[src/rtl/ndrm_pkg.sv]
// Package for the nearest delta-R matcher: field widths, reset values and
// register indexes. It depends on nothing and is compiled first.
package ndrm_pkg;

    localparam int ETA_W  = 11;
    localparam int PHI_W  = 10;
    localparam int DIST_W = 23;
    localparam int IDX_W  = 6;
    localparam int ETA_SQ_W = 22;
    localparam int PHI_SQ_W = 19;
    localparam int APB_DW = 32;
    localparam int APB_AW = 3;

    localparam logic [DIST_W-1:0] DIST_ONES     = {DIST_W{1'b1}};
    localparam logic [DIST_W-1:0] MAX_DR_SQ_RST = 23'd4250;

    typedef enum logic [0:0] {
        REG_MAX_DR_SQ = 1'b0
    } t_reg_idx;

    typedef logic signed [ETA_W-1:0] t_eta;
    typedef logic [PHI_W-1:0]        t_phi;
    typedef logic [DIST_W-1:0]       t_dist;

endpackage

[src/rtl/ndrm_if.sv]
// Valid/ready channel interfaces for the matcher's candidate and result items.
// Depends on ndrm_pkg for field types.
interface ndrm_in_if;
    logic              valid;
    logic              ready;
    ndrm_pkg::t_eta    ref_eta;
    ndrm_pkg::t_phi    ref_phi;
    ndrm_pkg::t_eta    obj_eta;
    ndrm_pkg::t_phi    obj_phi;
    logic              object_present;
    logic              last_object;

    modport source (output valid, ref_eta, ref_phi, obj_eta, obj_phi,
                    object_present, last_object, input ready);
    modport sink   (input valid, ref_eta, ref_phi, obj_eta, obj_phi,
                    object_present, last_object, output ready);
endinterface

interface ndrm_out_if;
    logic                          valid;
    logic                          ready;
    logic                          matched;
    logic [ndrm_pkg::IDX_W-1:0]    match_index;
    ndrm_pkg::t_dist               min_dr_sq;
    logic                          list_overflow;

    modport source (output valid, matched, match_index, min_dr_sq, list_overflow,
                    input ready);
    modport sink   (input valid, matched, match_index, min_dr_sq, list_overflow,
                    output ready);
endinterface

[src/rtl/ndrm_dist.sv]
// Squared eta and phi differences of one candidate, with phi wrapped to
// half a turn either way. Depends on ndrm_pkg.
module ndrm_dist (
    input  ndrm_pkg::t_eta                   i_ref_eta,
    input  ndrm_pkg::t_phi                   i_ref_phi,
    input  ndrm_pkg::t_eta                   i_obj_eta,
    input  ndrm_pkg::t_phi                   i_obj_phi,
    output logic [ndrm_pkg::ETA_SQ_W-1:0]    o_eta_sq,
    output logic [ndrm_pkg::PHI_SQ_W-1:0]    o_phi_sq
);

    logic signed [ndrm_pkg::ETA_W:0]       w_deta;
    logic [ndrm_pkg::PHI_W-1:0]            w_dp;
    logic signed [ndrm_pkg::PHI_W-1:0]     w_dphi;
    logic signed [2*ndrm_pkg::ETA_W+1:0]   w_eta_prod;
    logic signed [2*ndrm_pkg::PHI_W-1:0]   w_phi_prod;

    // The modular phi difference read as two's complement is already wrapped.
    assign w_deta     = $signed({i_ref_eta[ndrm_pkg::ETA_W-1], i_ref_eta})
                      - $signed({i_obj_eta[ndrm_pkg::ETA_W-1], i_obj_eta});
    assign w_dp       = i_ref_phi - i_obj_phi;
    assign w_dphi     = $signed(w_dp);
    assign w_eta_prod = w_deta * w_deta;
    assign w_phi_prod = w_dphi * w_dphi;
    assign o_eta_sq   = w_eta_prod[ndrm_pkg::ETA_SQ_W-1:0];
    assign o_phi_sq   = w_phi_prod[ndrm_pkg::PHI_SQ_W-1:0];

endmodule

[src/rtl/nearest_delta_r_match.sv]
// Top level of the nearest delta-R matcher: input staging, running minimum
// and result register. Depends on ndrm_pkg, ndrm_if and ndrm_dist.
//
// Each candidate item on i_in carries a reference and one object position.
// Items stream one per clock unless o_out stalls; an item with last_object
// set closes the list and one result item appears on o_out with the match
// flag, the position of the nearest object, its squared delta-R and the
// overflow flag. An item passes an input register and a squaring register,
// and the running minimum is updated from the squaring register, whose
// closing item loads the result register. Without stalls the rate is one
// item per cycle, as the running minimum is compared and updated per item.
// When o_out stalls, items that do not close a list keep flowing; an item
// that closes a list waits in the squaring register, and i_in.ready drops
// once the input register behind it holds the next item.
// The match limit max_dr_sq is written through the APB port at address 0.
// A synchronous reset empties the pipeline, clears the running list state
// and sets max_dr_sq to 4250.
module nearest_delta_r_match #(
    parameter int MAX_OBJECTS = 64
) (
    input  logic                          i_clk,
    input  logic                          i_rst_n,
    ndrm_in_if.sink                       i_in,
    ndrm_out_if.source                    o_out,
    input  logic                          psel,
    input  logic                          penable,
    input  logic                          pwrite,
    input  logic [ndrm_pkg::APB_AW-1:0]   paddr,
    input  logic [ndrm_pkg::APB_DW-1:0]   pwdata,
    output logic [ndrm_pkg::APB_DW-1:0]   prdata,
    output logic                          pready
);

    localparam int CNT_W = $clog2(MAX_OBJECTS + 1);
    localparam int POS_W = $clog2(MAX_OBJECTS);
    localparam logic [CNT_W-1:0] CNT_FULL = CNT_W'(MAX_OBJECTS);

    ndrm_pkg::t_dist                  r_max_dr_sq;

    logic                             r_s1_valid;
    ndrm_pkg::t_eta                   r_s1_ref_eta;
    ndrm_pkg::t_phi                   r_s1_ref_phi;
    ndrm_pkg::t_eta                   r_s1_obj_eta;
    ndrm_pkg::t_phi                   r_s1_obj_phi;
    logic                             r_s1_present;
    logic                             r_s1_last;

    logic                             r_s2_valid;
    logic [ndrm_pkg::ETA_SQ_W-1:0]    r_s2_eta_sq;
    logic [ndrm_pkg::PHI_SQ_W-1:0]    r_s2_phi_sq;
    logic                             r_s2_present;
    logic                             r_s2_last;

    ndrm_pkg::t_dist                  r_best;
    logic [POS_W-1:0]                 r_pos;
    logic [CNT_W-1:0]                 r_count;
    logic                             r_found;
    logic                             r_ovf;

    ndrm_pkg::t_dist                  n_best;
    logic [POS_W-1:0]                 n_pos;
    logic [CNT_W-1:0]                 n_count;
    logic                             n_found;
    logic                             n_ovf;
    logic                             n_matched;

    logic                             r_out_valid;
    logic                             r_out_matched;
    logic [ndrm_pkg::IDX_W-1:0]       r_out_index;
    ndrm_pkg::t_dist                  r_out_dist;
    logic                             r_out_ovf;

    logic [ndrm_pkg::ETA_SQ_W-1:0]    w_eta_sq;
    logic [ndrm_pkg::PHI_SQ_W-1:0]    w_phi_sq;
    ndrm_pkg::t_dist                  w_dist;
    logic                             w_full;
    logic                             w_take;
    logic                             w_better;
    logic                             w_out_free;
    logic                             w_s2_adv;
    logic                             w_s2_free;
    logic                             w_s1_adv;
    logic                             w_s1_free;
    logic                             w_close;
    logic                             w_cfg_wr;

    assign w_out_free = !r_out_valid || o_out.ready;
    assign w_s2_adv   = r_s2_valid && (!r_s2_last || w_out_free);
    assign w_s2_free  = !r_s2_valid || w_s2_adv;
    assign w_s1_adv   = r_s1_valid && w_s2_free;
    assign w_s1_free  = !r_s1_valid || w_s1_adv;
    assign w_close    = w_s2_adv && r_s2_last;
    assign i_in.ready = w_s1_free;

    assign pready   = 1'b1;
    assign w_cfg_wr = psel && penable && pwrite && pready
                   && (paddr[2] == ndrm_pkg::REG_MAX_DR_SQ);
    assign prdata   = (paddr[2] == ndrm_pkg::REG_MAX_DR_SQ)
                    ? ndrm_pkg::APB_DW'(r_max_dr_sq) : '0;

    always_ff @(posedge i_clk) begin
        if (!i_rst_n) begin
            r_max_dr_sq <= ndrm_pkg::MAX_DR_SQ_RST;
        end else if (w_cfg_wr) begin
            r_max_dr_sq <= pwdata[ndrm_pkg::DIST_W-1:0];
        end
    end

    always_ff @(posedge i_clk) begin
        if (!i_rst_n) begin
            r_s1_valid <= 1'b0;
        end else if (w_s1_free) begin
            r_s1_valid <= i_in.valid;
        end
    end

    always_ff @(posedge i_clk) begin
        if (i_in.valid && w_s1_free) begin
            r_s1_ref_eta <= i_in.ref_eta;
            r_s1_ref_phi <= i_in.ref_phi;
            r_s1_obj_eta <= i_in.obj_eta;
            r_s1_obj_phi <= i_in.obj_phi;
            r_s1_present <= i_in.object_present;
            r_s1_last    <= i_in.last_object;
        end
    end

    ndrm_dist u_dist (
        .i_ref_eta (r_s1_ref_eta),
        .i_ref_phi (r_s1_ref_phi),
        .i_obj_eta (r_s1_obj_eta),
        .i_obj_phi (r_s1_obj_phi),
        .o_eta_sq  (w_eta_sq),
        .o_phi_sq  (w_phi_sq)
    );

    always_ff @(posedge i_clk) begin
        if (!i_rst_n) begin
            r_s2_valid <= 1'b0;
        end else if (w_s2_free) begin
            r_s2_valid <= r_s1_valid;
        end
    end

    always_ff @(posedge i_clk) begin
        if (w_s1_adv) begin
            r_s2_eta_sq  <= w_eta_sq;
            r_s2_phi_sq  <= w_phi_sq;
            r_s2_present <= r_s1_present;
            r_s2_last    <= r_s1_last;
        end
    end

    assign w_dist   = ndrm_pkg::DIST_W'(r_s2_eta_sq) + ndrm_pkg::DIST_W'(r_s2_phi_sq);
    assign w_full   = (r_count == CNT_FULL);
    assign w_take   = r_s2_present && !w_full;
    assign w_better = w_take && (w_dist < r_best);

    always_comb begin
        n_best    = w_better ? w_dist : r_best;
        n_pos     = w_better ? r_count[POS_W-1:0] : r_pos;
        n_count   = w_take ? r_count + CNT_W'(1) : r_count;
        n_found   = r_found || w_take;
        n_ovf     = r_ovf || (r_s2_present && w_full);
        n_matched = n_found && (n_best < r_max_dr_sq);
    end

    always_ff @(posedge i_clk) begin
        if (!i_rst_n) begin
            r_best  <= ndrm_pkg::DIST_ONES;
            r_pos   <= '0;
            r_count <= '0;
            r_found <= 1'b0;
            r_ovf   <= 1'b0;
        end else if (w_close) begin
            r_best  <= ndrm_pkg::DIST_ONES;
            r_pos   <= '0;
            r_count <= '0;
            r_found <= 1'b0;
            r_ovf   <= 1'b0;
        end else if (w_s2_adv) begin
            r_best  <= n_best;
            r_pos   <= n_pos;
            r_count <= n_count;
            r_found <= n_found;
            r_ovf   <= n_ovf;
        end
    end

    always_ff @(posedge i_clk) begin
        if (!i_rst_n) begin
            r_out_valid <= 1'b0;
        end else if (w_close) begin
            r_out_valid <= 1'b1;
        end else if (o_out.ready) begin
            r_out_valid <= 1'b0;
        end
    end

    always_ff @(posedge i_clk) begin
        if (w_close) begin
            r_out_matched <= n_matched;
            r_out_index   <= n_matched ? ndrm_pkg::IDX_W'(n_pos) : '0;
            r_out_dist    <= n_best;
            r_out_ovf     <= n_ovf;
        end
    end

    assign o_out.valid         = r_out_valid;
    assign o_out.matched       = r_out_matched;
    assign o_out.match_index   = r_out_index;
    assign o_out.min_dr_sq     = r_out_dist;
    assign o_out.list_overflow = r_out_ovf;

    a_count_bound: assert property (@(posedge i_clk) disable iff (!i_rst_n)
        r_count <= CNT_FULL)
        else $error("object count exceeds capacity");

    a_clear_after_close: assert property (@(posedge i_clk) disable iff (!i_rst_n)
        w_close |=> (r_best == ndrm_pkg::DIST_ONES) && (r_count == '0)
                    && !r_found && !r_ovf)
        else $error("list state not cleared after a closing item");

    a_match_below_limit: assert property (@(posedge i_clk) disable iff (!i_rst_n)
        (r_out_valid && r_out_matched) |-> (r_out_dist < r_max_dr_sq))
        else $error("match reported at or above the limit");

    a_close_needs_room: assert property (@(posedge i_clk) disable iff (!i_rst_n)
        w_close |-> w_out_free)
        else $error("result overwrites an undelivered result");

    a_found_when_counted: assert property (@(posedge i_clk) disable iff (!i_rst_n)
        (r_count != '0) |-> r_found)
        else $error("objects counted but none recorded as found");

endmodule
[src/flat_wrapper.sv]
// flat-port wrapper written by rule: the top's interface ports become plain ports
module nearest_delta_r_match_flat 
#(
    parameter int MAX_OBJECTS = 64
)
  (i_clk, i_rst_n, psel, penable, pwrite, paddr, pwdata, prdata, pready, i_in_valid, i_in_ref_eta, i_in_ref_phi, i_in_obj_eta, i_in_obj_phi, i_in_object_present, i_in_last_object, i_in_ready, o_out_valid, o_out_matched, o_out_match_index, o_out_min_dr_sq, o_out_list_overflow, o_out_ready);
  ndrm_in_if i_in_i ();
  ndrm_out_if o_out_i ();
  input  logic i_clk;
  input  logic i_rst_n;
  input  logic psel;
  input  logic penable;
  input  logic pwrite;
  input  logic [ndrm_pkg::APB_AW-1:0] paddr;
  input  logic [ndrm_pkg::APB_DW-1:0] pwdata;
  output logic [ndrm_pkg::APB_DW-1:0] prdata;
  output logic pready;
  input wire logic [$bits(i_in_i.valid)-1:0] i_in_valid;
  input wire logic [$bits(i_in_i.ref_eta)-1:0] i_in_ref_eta;
  input wire logic [$bits(i_in_i.ref_phi)-1:0] i_in_ref_phi;
  input wire logic [$bits(i_in_i.obj_eta)-1:0] i_in_obj_eta;
  input wire logic [$bits(i_in_i.obj_phi)-1:0] i_in_obj_phi;
  input wire logic [$bits(i_in_i.object_present)-1:0] i_in_object_present;
  input wire logic [$bits(i_in_i.last_object)-1:0] i_in_last_object;
  output wire logic [$bits(i_in_i.ready)-1:0] i_in_ready;
  output wire logic [$bits(o_out_i.valid)-1:0] o_out_valid;
  output wire logic [$bits(o_out_i.matched)-1:0] o_out_matched;
  output wire logic [$bits(o_out_i.match_index)-1:0] o_out_match_index;
  output wire logic [$bits(o_out_i.min_dr_sq)-1:0] o_out_min_dr_sq;
  output wire logic [$bits(o_out_i.list_overflow)-1:0] o_out_list_overflow;
  input wire logic [$bits(o_out_i.ready)-1:0] o_out_ready;
  assign i_in_i.valid = i_in_valid;
  assign i_in_i.ref_eta = i_in_ref_eta;
  assign i_in_i.ref_phi = i_in_ref_phi;
  assign i_in_i.obj_eta = i_in_obj_eta;
  assign i_in_i.obj_phi = i_in_obj_phi;
  assign i_in_i.object_present = i_in_object_present;
  assign i_in_i.last_object = i_in_last_object;
  assign i_in_ready = i_in_i.ready;
  assign o_out_valid = o_out_i.valid;
  assign o_out_matched = o_out_i.matched;
  assign o_out_match_index = o_out_i.match_index;
  assign o_out_min_dr_sq = o_out_i.min_dr_sq;
  assign o_out_list_overflow = o_out_i.list_overflow;
  assign o_out_i.ready = o_out_ready;
  nearest_delta_r_match #(.MAX_OBJECTS(MAX_OBJECTS)) u_core (.i_clk(i_clk), .i_rst_n(i_rst_n), .i_in(i_in_i), .o_out(o_out_i), .psel(psel), .penable(penable), .pwrite(pwrite), .paddr(paddr), .pwdata(pwdata), .prdata(prdata), .pready(pready));
endmodule
[config.mk]
export PLATFORM = sky130hd
export DESIGN_NAME = nearest_delta_r_match_flat
export DESIGN_NICKNAME = d
export VERILOG_FILES = /design/src/rtl/ndrm_pkg.sv /design/src/rtl/ndrm_if.sv /design/src/rtl/ndrm_dist.sv /design/src/rtl/nearest_delta_r_match.sv /design/src/flat_wrapper.sv
export SDC_FILE = /design/constraint.sdc
export NUM_CORES = 1
export LEC_CHECK = 0
export BUFFER_PORTS_ARGS = -buffer_cell sky130_fd_sc_hd__buf_2
export CELL_PAD_IN_SITES_DETAIL_PLACEMENT = 1
export CELL_PAD_IN_SITES_GLOBAL_PLACEMENT = 1
export CORE_MARGIN = 10
export CORE_UTILIZATION = 40
export CTS_CLUSTER_SIZE = 24
export DETAILED_ROUTE_END_ITERATION = 10
export PLACE_DENSITY = 0.78
export SETUP_SLACK_MARGIN = 0.05
export SLEW_MARGIN = 5
export SYNTH_ARGS = -nofsm -noshare
export SYNTH_HDL_FRONTEND = slang
export SYNTH_SLANG_ARGS = --single-unit
[constraint.sdc]
create_clock -name i_clk -period 8.35 [get_ports i_clk]
set_clock_uncertainty 0.05 [all_clocks]
set_input_delay 1.67 -clock i_clk [delete_from_list [all_inputs] [get_ports i_clk]]
set_output_delay 1.67 -clock i_clk [all_outputs]
set_load 0.05 [all_outputs]
==> results of run 1 <==
-- per-stage QoR --
stage | hold slack, ps | setup WS, ps | area (µm²)
final | 380 | 629 | 18800
after global placement | 358 | 912 | 18200
after detailed placement | 362 | 638 | 18200
after floorplan | 350 | 1250 | 17000
after global routing | 382 | 122 | 18800
after CTS | 380 | 599 | 18800
-- cells in the final DEF, fill, tap and decap left out, types with 11 or more instances in the layout --
cell type,netlist,final
a211o_1,14,14
a21boi_0,20,20
a21o_1,23,23
a21oi_1,66,66
and2_1,13,12
buf_2,5,130
buf_4,12,16
clkbuf_16,0,17
dfxtp_1,64,64
edfxtp_1,116,116
fa_1,189,189
ha_1,179,179
inv_1,355,355
mux2_2,13,13
mux2i_1,17,17
nand2_1,142,142
nand2b_1,15,15
nand3_1,15,15
nor2_1,160,160
nor2b_1,16,15
nor3_1,20,20
o211ai_1,12,12
o21a_1,11,11
o21ai_0,29,29
xnor2_1,60,60
xor2_1,26,26
-- final cells by class --
class,instances,area [µm²],area share
clock buffers,17,425,0.0226
clock inverters,15,189,0.0100
inverters,365,1370,0.0728
multi-input cells,1149,10600,0.565
flip-flops and latches,180,4760,0.253
well taps,539,674,0.0358
repair buffers,146,771,0.0409
-- routing by layer --
layer	GRT usage	part of all wire	vias to the layer above	routed length (µm)
li1	-	-	5817	-
met1	0.201	0.43	6035	17900
met2	0.305	0.51	247	21000
met3	0.0341	0.050	41	2070
met4	0.0442	0.014	0	593
met5	0	0	-	0
-- logic make-up (layout without fill, tap and decap cells) --
logic type	Yosys count	in the layout	share of synthesized area
and+or+nand+nor	419	419	0.110
buffers and inverters	407	543	0.0938
adders and majority gates	368	368	0.355
AOI/OAI and AO/OA	234	234	0.0942
DFF	180	180	0.281
xor gates and xnor gates	86	86	0.0445
muxes	32	32	0.0205
other	2	10	0.000443
-- how the worst max path moves through the flow --
stage	from	to	slack, ps	cells after the start
finish	u_core.r_s1_ref_phi[0]	u_core.r_s2_phi_sq[18]	630	30
global route	u_core.r_s1_ref_phi[0]	u_core.r_s2_phi_sq[18]	120	31
CTS	u_core.r_s1_ref_phi[0]	u_core.r_s2_phi_sq[18]	600	30
detailed placement	u_core.r_s1_ref_phi[0]	u_core.r_s2_phi_sq[18]	640	30
global placement	u_core.r_s1_ref_eta[0]	u_core.r_s2_eta_sq[21]	910	26
floorplan	u_core.r_s1_ref_eta[0]	u_core.r_s2_eta_sq[20]	1250	28
-- flip-flops by register name (all words and copies together) (netlist names), 10 cells and up --
name / count
u_core.r_s2_eta_sq: 21
u_core.o_out.min_dr_sq: 23
u_core.r_s2_phi_sq: 18
u_core.r_best: 23
u_core.r_s1_ref_phi: 10
u_core.r_s1_obj_phi: 10
u_core.r_s1_ref_eta: 11
u_core.r_max_dr_sq: 23
u_core.r_s1_obj_eta: 11
-- worst max-delay path: cells and delay by family (launching register included) --
kind                     cells  cell delay (ps)
adder cells (fa/ha/maj)      8             3570
AO/OA/AOI/OAI               10             1830
flip-flops                   1              370
XOR/XNOR                     2              350
buffers and inverters        6              510
AND/OR/NAND/NOR              4              780
==> impl_metrics.env, run 1 <==
export IMPL_status="completed"
export IMPL_fmax_mhz=130
export IMPL_synth_seq_cells=180
export IMPL_holdPathStages=0
export IMPL_yosysMostFrequentCell="inv_1"
export IMPL_die_x_um=226
export IMPL_nets=2313
export IMPL_htreeDepth=4
export IMPL_r2r_end="u_core.r_s2_phi_sq[18]"
export IMPL_rr_startpoint="u_core.r_s1_ref_phi[0]"
export IMPL_slew_headroom=0.231
export IMPL_grt_max_degree=45
export IMPL_gp_congestion=0.846
export IMPL_worstPathRequired_ps=8520
export IMPL_hp_class="reg2reg"
export IMPL_ctsHoldBuffers=0
export IMPL_cpMostUsedCell="fa_1"
export IMPL_cap_violations=0
export IMPL_maxSlewViolCount=0
export IMPL_synth_area_leaders="fa_1 (22%), edfxtp_1 (21%), ha_1 (13%)"
export IMPL_via_count=12140
export IMPL_clock_path_buffers=2
export IMPL_remaining_drc_errors=0
export IMPL_ant_nets=0
export IMPL_rsz0062_at_grt="false"
export IMPL_cp_start_kind="flop"
export IMPL_synth_edff_count=116
export IMPL_tns_ps=0
export IMPL_cts_root_buffer="clkbuf_16"
export IMPL_synth_top_area_frac=0.223
export IMPL_clk_pin_slew_ps=80
export IMPL_arrival_ps=7890
export IMPL_grt_antenna_before_repair=0
export IMPL_initial_utilization=0.404
export IMPL_num_rows=75
export IMPL_max_stage_delay_ps=550
export IMPL_io_buffer_count=130
export IMPL_dpl_hpwl_um=33900
export IMPL_final_hold_viol_count=0
export IMPL_globalRouteTotalUtil=0.169
export IMPL_rrSetupSlack_ps=630
export IMPL_setup_viol=0
export IMPL_hp_start="u_core.r_s1_present"
export IMPL_final_cells=2411
export IMPL_ctsResizeCount=0
export IMPL_seq_area_frac_synth=0.281
export IMPL_grt_overflow=0
export IMPL_cts_made_buffers=17
export IMPL_synth_ff_type="edfxtp_1"
export IMPL_vias_per_cell=5.04
export IMPL_clock_latency_ps=480
export IMPL_dpl_cell_count=2379
export IMPL_die_h_um=226
export IMPL_fillerInstances=4746
export IMPL_cp_end_kind="flop"
export IMPL_async_flop_share=0
export IMPL_grt_pass1_wl_um=69500
export IMPL_yosysWarnings=0
export IMPL_grt_pass1_vias=13869
export IMPL_hold_end="u_core.r_s2_present"
export IMPL_routedWlPerCell_um=17.3
export IMPL_period_share=0.925
export IMPL_die_area_um2=51000
export IMPL_syn_inst=1728
export IMPL_cts_tree="built"
export IMPL_yosys_area_top_type="fa_1"
export IMPL_synthesis_area_um2=16900
export IMPL_area_growth_pct=11.1
export IMPL_yosysUniqueCellTypes=75
export IMPL_first_iter_violations=514
export IMPL_routed_wl_um=41600
export IMPL_fin_util=0.449
export IMPL_worst_slew_pin_transition_ps=1150
export IMPL_coreArea_um2=41900
export IMPL_ys_top_cells_by_count="inv_1 (355), fa_1 (189), ha_1 (179)"
export IMPL_cp_slowest_cell="fa_1"
export IMPL_ios=152
export IMPL_post_route_min_period_ps=7720
export IMPL_rr_worst_depth=30
export IMPL_drtPass1Iterations=5
export IMPL_post_route_cells_drive_above_1_share=0.115
export IMPL_postSynthAreaPerCell_um2=9.81
export IMPL_cts_sinks=180
export IMPL_num_antenna_cells=0
export IMPL_cts_setup_buffers=0
export IMPL_cp_max_fo=8
export IMPL_critPathKind="reg2reg"
Power of run 1 is left out: the tool's default activity adds up to more than one toggle a clock period on the data nets, which glitch-free logic cannot reach.
==> inputs of run 2 (changes only) <==
- BUFFER_PORTS_ARGS: -buffer_cell sky130_fd_sc_hd__buf_2 -> default
- CAP_MARGIN: default -> 30
- DONT_BUFFER_PORTS: default -> 1
- PLACE_DENSITY: 0.78 -> 0.74
==> run 2 against run 1 <==
Utilization fell by 1.5 points. Wire length down 2.3%. Count of clock-buffer cells in the layout did not move. Design area decreased by 3.3%. Die area unchanged. Non-clock buffer count is 127 lower. Critical path depth down 4. Hold slack better by 4.3 ps. Final cell count decreased by 5.3%. Global-route usage down 0.47 points. Worst setup slack improved by 32 ps. Fmax rose by 0.42%.
==> impl_metrics.env, run 2 (synthesized netlist as in run 1, its figures left out) <==
export IMPL_drtPass1Iterations=5
export IMPL_coreArea_um2=41900
export IMPL_worstPathRequired_ps=8510
export IMPL_rsz0062_at_grt="false"
export IMPL_gp_congestion=0.832
export IMPL_timing_hold_ws_ps=384
export IMPL_critPathLaunch="u_core.r_s1_ref_eta[0]"
export IMPL_period_share=0.921
export IMPL_clock_path_buffers=2
export IMPL_cts_made_buffers=17
export IMPL_grt_antenna_before_repair=0
export IMPL_hp_start="u_core.r_s1_present"
export IMPL_num_rows=75
export IMPL_fin_util=0.434
export IMPL_grt_pass1_vias=13174
export IMPL_nets=2186
export IMPL_grt_pass1_wl_um=66900
export IMPL_routedWlPerCell_um=17.8
export IMPL_clk_pin_slew_ps=70
export IMPL_globalRouteTotalUtil=0.165
export IMPL_dpl_hpwl_um=32900
export IMPL_cp_start_kind="flop"
export IMPL_first_iter_violations=567
export IMPL_cp_end_kind="flop"
export IMPL_post_route_cells_drive_above_1_share=0.0510
export IMPL_final_hold_viol_count=0
export IMPL_clock_latency_ps=480
export IMPL_final_common_cell="inv_1"
export IMPL_htreeDepth=4
export IMPL_cts_setup_buffers=0
export IMPL_rr_startpoint="u_core.r_s1_ref_eta[0]"
export IMPL_grt_overflow=0
export IMPL_cts_sinks=180
export IMPL_grt_max_degree=45
export IMPL_met1_usage=0.198
export IMPL_die_area_um2=51000
export IMPL_met3_usage=0.0318
export IMPL_io_buffer_count=0
export IMPL_mostFrequentLayoutCells="inv_1 (355), fa_1 (189), ha_1 (179)"
export IMPL_routed_wl_um=40700
export IMPL_use_met2=0.294
export IMPL_area_growth_pct=7.37
export IMPL_num_antenna_cells=0
export IMPL_vias_per_cell=5.09
export IMPL_ctsHoldBuffers=0
export IMPL_hp_class="reg2reg"
export IMPL_grt_busiest_layer="met2"
export IMPL_arrival_ps=7850
export IMPL_die_x_um=226
export IMPL_ctsResizeCount=0
export IMPL_post_route_min_period_ps=7690
export IMPL_maxSlewViolCount=0
export IMPL_die_h_um=226
export IMPL_setup_viol=0
export IMPL_cp_max_fo=11
export IMPL_tns_ps=0
export IMPL_cap_violations=0
export IMPL_cts_tree="built"
export IMPL_fmax_mhz=130
export IMPL_status="completed"
export IMPL_initial_utilization=0.404
export IMPL_ios=152
export IMPL_ant_nets=0
export IMPL_via_count=11630
export IMPL_remaining_drc_errors=0
export IMPL_slew_headroom=0.354
export IMPL_critPathKind="reg2reg"
export IMPL_worst_slew_pin_transition_ps=967
export IMPL_cts_root_buffer="clkbuf_16"
==> run 2: routing by layer <==
metal  routed length, µm  part of all wire
met5                   0                 0
met2               20400              0.50
met1               18000              0.44
met4                 659             0.016
met3                1640             0.040
==> run 2: worst max-delay path: stages (launching register included) <==
cell and delay, ps:
edfxtp_1 360, inv_1 60, ha_1 150, inv_1 50
fa_1 400, a21o_1 200, a21oi_1 220, o21bai_1 120
a2111o_1 460, a2111oi_0 510, nor3b_1 100, buf_4 210
nand2b_1 210, fa_1 570, inv_1 60, fa_1 500
fa_1 540, fa_1 550, inv_1 60, fa_1 530
inv_1 40, ha_1 360, o31a_1 260, o22ai_1 240
o21ai_0 180, a311oi_1 330, xnor2_1 100
==> run 2: final timing paths <==
path                            depth (start not counted)                     end  slack (ps)
worst max-delay path                                   26  u_core.r_s2_eta_sq[21]         660
worst min-delay path                                    0     u_core.r_s2_present         380
worst max register to register                         26  u_core.r_s2_eta_sq[21]         660
worst min register to register                          0     u_core.r_s2_present         380
==> run 2: cell type report <==
type	count	area (µm²)
sequential	180	4760
timing repair buffer	19	163
inverter	365	1370
tap	539	674
fill	4749	23800
clock inverter	15	168
clock buffer	17	425
multi-input combinational	1149	10600
==> run 2: per-stage QoR <==
step	instances	cell area [µm²]	setup slack, ps
finish	2284	18200	661
global route	2284	18200	138
CTS	2282	18200	654
detailed placement	2250	17600	650
global placement	2249	17600	866
floorplan	1736	17000	1250
Power of run 2 is left out for the same reason.
